$ cat config.mk
export PLATFORM = sky130hd
export DESIGN_NAME = glm_pin
export DESIGN_NICKNAME = d
export VERILOG_FILES = /design/src/glm_pkg.sv /design/src/glm_pin.sv
export SDC_FILE = /design/constraint.sdc
export NUM_CORES = 1
export LEC_CHECK = 0
export ABC_AREA = 0
export ABC_CLOCK_PERIOD_IN_PS = 31100
export BUFFER_PORTS_ARGS = -buffer_cell sky130_fd_sc_hd__buf_2
export CORE_ASPECT_RATIO = 0.9
export CORE_MARGIN = 5
export CORE_UTILIZATION = 30
export DETAILED_ROUTE_END_ITERATION = 6
export PLACE_DENSITY = 0.43
export SYNTH_ARGS = -nofsm -noshare
export SYNTH_HDL_FRONTEND = slang
export SYNTH_SLANG_ARGS = --single-unit
$ cat constraint.sdc
create_clock -name vclk -period 31.1
set_input_delay 4.665 -clock vclk [all_inputs]
set_output_delay 4.665 -clock vclk [all_outputs]
set_load 0.01 [all_outputs]
$ cat src/glm_pkg.sv
`default_nettype none
package glm_pkg;

	localparam int ANGLE_FRAC_BITS = 8;
	localparam int ANG_ONE         = 1 << ANGLE_FRAC_BITS;

	localparam int ANG_W  = 17;
	localparam int BANG_W = 16;

	localparam logic signed [ANG_W-1:0] ALPHA_MAX = ANG_W'(206 * ANG_ONE);
	localparam logic signed [ANG_W-1:0] ALPHA_MIN = ANG_W'(-154 * ANG_ONE);
	localparam logic signed [ANG_W-1:0] BETA_MAX  = ANG_W'(85 * ANG_ONE);
	localparam logic signed [ANG_W-1:0] BETA_MIN  = ANG_W'(-75 * ANG_ONE);

	localparam logic signed [ANG_W-1:0]  ALPHA_RESET = ANG_W'((1243 * ANG_ONE + 5) / 10);
	localparam logic signed [BANG_W-1:0] BETA_RESET  = BANG_W'(-(55 * ANG_ONE) / 2);

	localparam logic [16:0] PIN_FULL = 17'h10000;
	localparam logic [16:0] PIN_HALF = 17'h08000;

	localparam logic [15:0] SPEED_RESET = 16'd16384;

	localparam logic [1:0] DRV_OFF    = 2'd0;
	localparam logic [1:0] DRV_LOCK   = 2'd1;
	localparam logic [1:0] DRV_UNLOCK = 2'd2;

	localparam logic [1:0] CFG_PIN1_SPEED = 2'd0;
	localparam logic [1:0] CFG_PIN2_SPEED = 2'd1;
	localparam logic [1:0] CFG_ALPHA_IDX  = 2'd2;
	localparam logic [1:0] CFG_BETA_IDX   = 2'd3;

	typedef struct packed {
		logic [1:0]         lock_drive;
		logic signed [15:0] alpha_rate;
		logic signed [15:0] beta_rate;
		logic [15:0]        tick_dt;
	} tick_t;

	typedef struct packed {
		logic signed [ANG_W-1:0]  alpha_angle;
		logic signed [BANG_W-1:0] beta_angle;
		logic                     alpha_index_pulse;
		logic                     beta_index_pulse;
		logic                     stow_enable;
	} status_t;

	typedef struct packed {
		logic [16:0] pin1;
		logic [16:0] pin2;
		logic        free_move;
		logic        stow;
	} pin_state_t;

endpackage
`default_nettype wire

$ cat src/glm_pin.sv
`default_nettype none
module glm_pin (
	input  wire logic [16:0]          pin1,
	input  wire logic [16:0]          pin2,
	input  wire logic [15:0]          pin1_speed,
	input  wire logic [15:0]          pin2_speed,
	input  wire logic [1:0]           drive,
	input  wire logic [15:0]          dt,
	output glm_pkg::pin_state_t       nxt
);
	import glm_pkg::*;

	logic [31:0] prod1, prod2;
	logic [15:0] d1, d2;
	logic [17:0] up1, up2;
	logic [16:0] sat_up1, sat_up2, dn1, dn2;
	logic [16:0] n1, n2;

	assign prod1 = pin1_speed * dt;
	assign prod2 = pin2_speed * dt;
	assign d1    = prod1[31:16];
	assign d2    = prod2[31:16];

	assign up1     = {1'b0, pin1} + {2'b00, d1};
	assign up2     = {1'b0, pin2} + {2'b00, d2};
	assign sat_up1 = (up1 > {1'b0, PIN_FULL}) ? PIN_FULL : up1[16:0];
	assign sat_up2 = (up2 > {1'b0, PIN_FULL}) ? PIN_FULL : up2[16:0];
	assign dn1     = ({1'b0, d1} >= pin1) ? 17'd0 : pin1 - {1'b0, d1};
	assign dn2     = ({1'b0, d2} >= pin2) ? 17'd0 : pin2 - {1'b0, d2};

	always_comb begin
		n1 = pin1;
		n2 = pin2;
		case (drive)
			DRV_LOCK: begin
				if (pin1 < PIN_FULL) begin
					n1 = sat_up1;
				end else begin
					n2 = sat_up2;
				end
			end
			DRV_UNLOCK: begin
				n1 = dn1;
				n2 = dn2;
			end
			default: begin
				n1 = pin1;
				n2 = pin2;
			end
		endcase
	end

	assign nxt.pin1      = n1;
	assign nxt.pin2      = n2;
	assign nxt.free_move = (n1 < PIN_HALF) || (n2 < PIN_HALF);
	assign nxt.stow      = (n2 == PIN_FULL);
endmodule
`default_nettype wire

==> key figures <==
Routing
  • Initial drt markers: about 760
  • Drt wl/cell: around 17 microns
  • Routed vias: roughly 16000
  • Vias per cell: 4.85
  • TritonRoute pass-1 iters: 5
  • Routed Wire Length: between 50 and 60 mm
  • Post-DRT Antenna Nets: 0
  • DRC: 0

GRT
  • Total gr overflow: 0
  • Vias in the first global route: 17205
  • All-Layer GR Usage: between 10% and 20%
  • First-pass GRT wire length: between 90 and 100 mm
  • Initial antenna violation count: 1
  • Largest net degree at the start of global routing: 33

Die
  • Die X: roughly 280 microns
  • Die area: between 70000 and 80000 sq um
  • Ports: 120
  • Initial Util: about 30%
  • Core Region: 66800 sq um
  • Rows: 90
  • Chip Height: 256 microns

Clocking
  • Post-cts repair resize count: 0
  • Post-CTS Setup Inserts: 0
  • Hold Buf Count CTS: 0

Yosys
  • Syn_nets: roughly 3200
  • Post-synthesis cell area: between 20000 and 25000 sq um
  • Synth warn: 0
  • Syn avg cell area: 8.29 sq um
  • Netlist cell types: around 70
  • Gate Count Post-Synth: 2428
  • Seq/Total Area, Yosys: 0%

Timing
  • Crit path time final: between 15 and 20 ns
  • Fin. Hold Viols: 0
  • Setup Viol. Count Final: 0
  • Max-slew violations: 0
  • Worst slew pin tran: ~1.0 ns
  • RSZ-0062 raised after global routing: no
  • Final worst slack: 11.25 ns
  • Final Cycle Share: between 60 and 70%
  • Max-Slew Margin vs Limit: 30.7%
  • Fin Setup TNS: 0 ns
  • Maximum achievable frequency: between 50 and 60 MHz

Setup path
  • CP arrival: 15.18 ns
  • Slowest stage delay, CP: slightly below 0.8 ns
  • Worst-path fanout max: 32
  • Worst Path Required: about 26 ns
  • Critical path class: in2out
  • CP delay by family, top: adder cells
  • Buf/Inv on CP: 5
  • Critical Path Most Common Cell: fa_1
  • CP endpoint kind: primary output
  • CP max-delay cell: a2111oi_0
  • CP Launch Type: input port

Run status
  • Status: completed

Cells and area
  • Layout area overhead: 6.50%
  • Final nets: 3200
  • Seq cells: 0
  • Clock buf count: 0
  • Share of cells above drive strength 1: roughly 5.9%
  • Reg area: 0 sq um

Run
  • Maxcap violations: 0

Placed design
  • GPL Wtd Cong: approximately 0.84
  • HPWL Detailed: ~47 mm
  • Place WS: 11.11 ns
  • Input/output buffers: 120

Worst hold path
  • Hold Path Class: in2out
==> per-stage QoR <==
stage / cell area, sq um / utilization (%) / hold slack (ns) / cells
floorplan: 20100 / - / 9.46 / 2428
global placement: 21400 / 32.1 / 9.68 / 3320
detailed placement: 21400 / 32.1 / 9.68 / 3320
CTS: 21400 / 32.1 / 9.68 / 3320
global route: 21400 / 32.1 / 9.69 / 3321
finish: 21400 / 32.1 / 9.67 / 3322
==> layout make-up <==
class / count / area, sq um
antenna: 2 / 5.00
inverter: 543 / 2040
timing repair buffer: 122 / 616
tap: 874 / 1090
fill: 7153 / 45300
multi-input combinational: 1781 / 17700
==> synth_stat cells, drive strengths merged (6+ instances only) <==
cell type	count	area, sq um
a211oi	8	60.1
a21o	26	195
a21oi	65	325
a221o	10	100
a22o	7	61.3
a22oi	15	113
a31oi	11	68.8
and2	199	1240
buf	7	41.3
clkbuf	97	364
fa	390	7810
ha	278	3480
inv	543	2040
mux2i	7	70.1
nand2	347	1300
nand2b	14	87.6
nand3	17	85.1
nand4	8	50.1
nor2	63	236
nor2b	12	75.1
nor3	20	100
nor4	9	62.6
o211ai	9	72.6
o21a	11	82.6
o21ai	44	231
o21bai	26	195
o221ai	11	96.3
or2	11	68.8
or3	14	87.6
or4	6	45.0
xnor2	47	412
xor2	21	184
==> per-layer routing <==
| layer | GRT usage, % | share of wire, % | routed length, microns | up-vias |
|---|---|---|---|---|
| met1 | 22.7 | 48 | 27300 | 8167 |
| met2 | 26.9 | 48 | 27200 | 336 |
| li1 | - | - | - | 7555 |
| met5 | 0 | 0 | 0 | - |
| met3 | 0.962 | 3.4 | 1940 | 38 |
| met4 | 1.75 | 1.1 | 631 | 0 |
==> worst paths after layout <==
path / startpoint / endpoint / slack, ns / cells after the start
max: dt[1] / nxt[0] / 11.25 / 34
min: pin1[0] / nxt[19] / 9.67 / 4
==> cell families (layout without fill, tap and decap cells) <==
logic type      count (synthesis)  after routing  share of synthesized area, %
compound gates                303            303                          10.7
fa+ha+maj                     668            668                          56.1
xor+xnor                       68             68                          2.96
simple gates                  735            735                          17.7
other cells                     0              2                             0
buf+inv                       647            665                          12.2
mux                             7              7                         0.348
==> cell usage in the layout, fill, tap and decap left out, types with 8 or more instances in the layout <==
master | synthesis | final
xor2_1 | 21 | 21
and2_1 | 199 | 199
o221ai_1 | 11 | 11
o211ai_1 | 8 | 8
a221o_1 | 10 | 10
buf_2 | 6 | 120
a21oi_1 | 65 | 65
a31oi_1 | 11 | 11
or2_2 | 10 | 10
o21a_1 | 11 | 11
fa_1 | 390 | 390
nor2b_1 | 12 | 12
nand4_1 | 8 | 8
o21ai_0 | 41 | 41
nand2_1 | 347 | 347
a21o_1 | 26 | 26
a211oi_1 | 8 | 8
nor3_1 | 20 | 20
nor4_1 | 8 | 8
a22oi_1 | 15 | 15
o21bai_1 | 26 | 26
nor2_1 | 63 | 63
xnor2_1 | 47 | 47
nand2b_1 | 14 | 14
or3_1 | 14 | 14
inv_1 | 542 | 542
ha_1 | 278 | 278
nand3_1 | 17 | 17
Power is left out: the tool's default activity adds up to more than one toggle a clock period on the data nets, which glitch-free logic cannot reach.
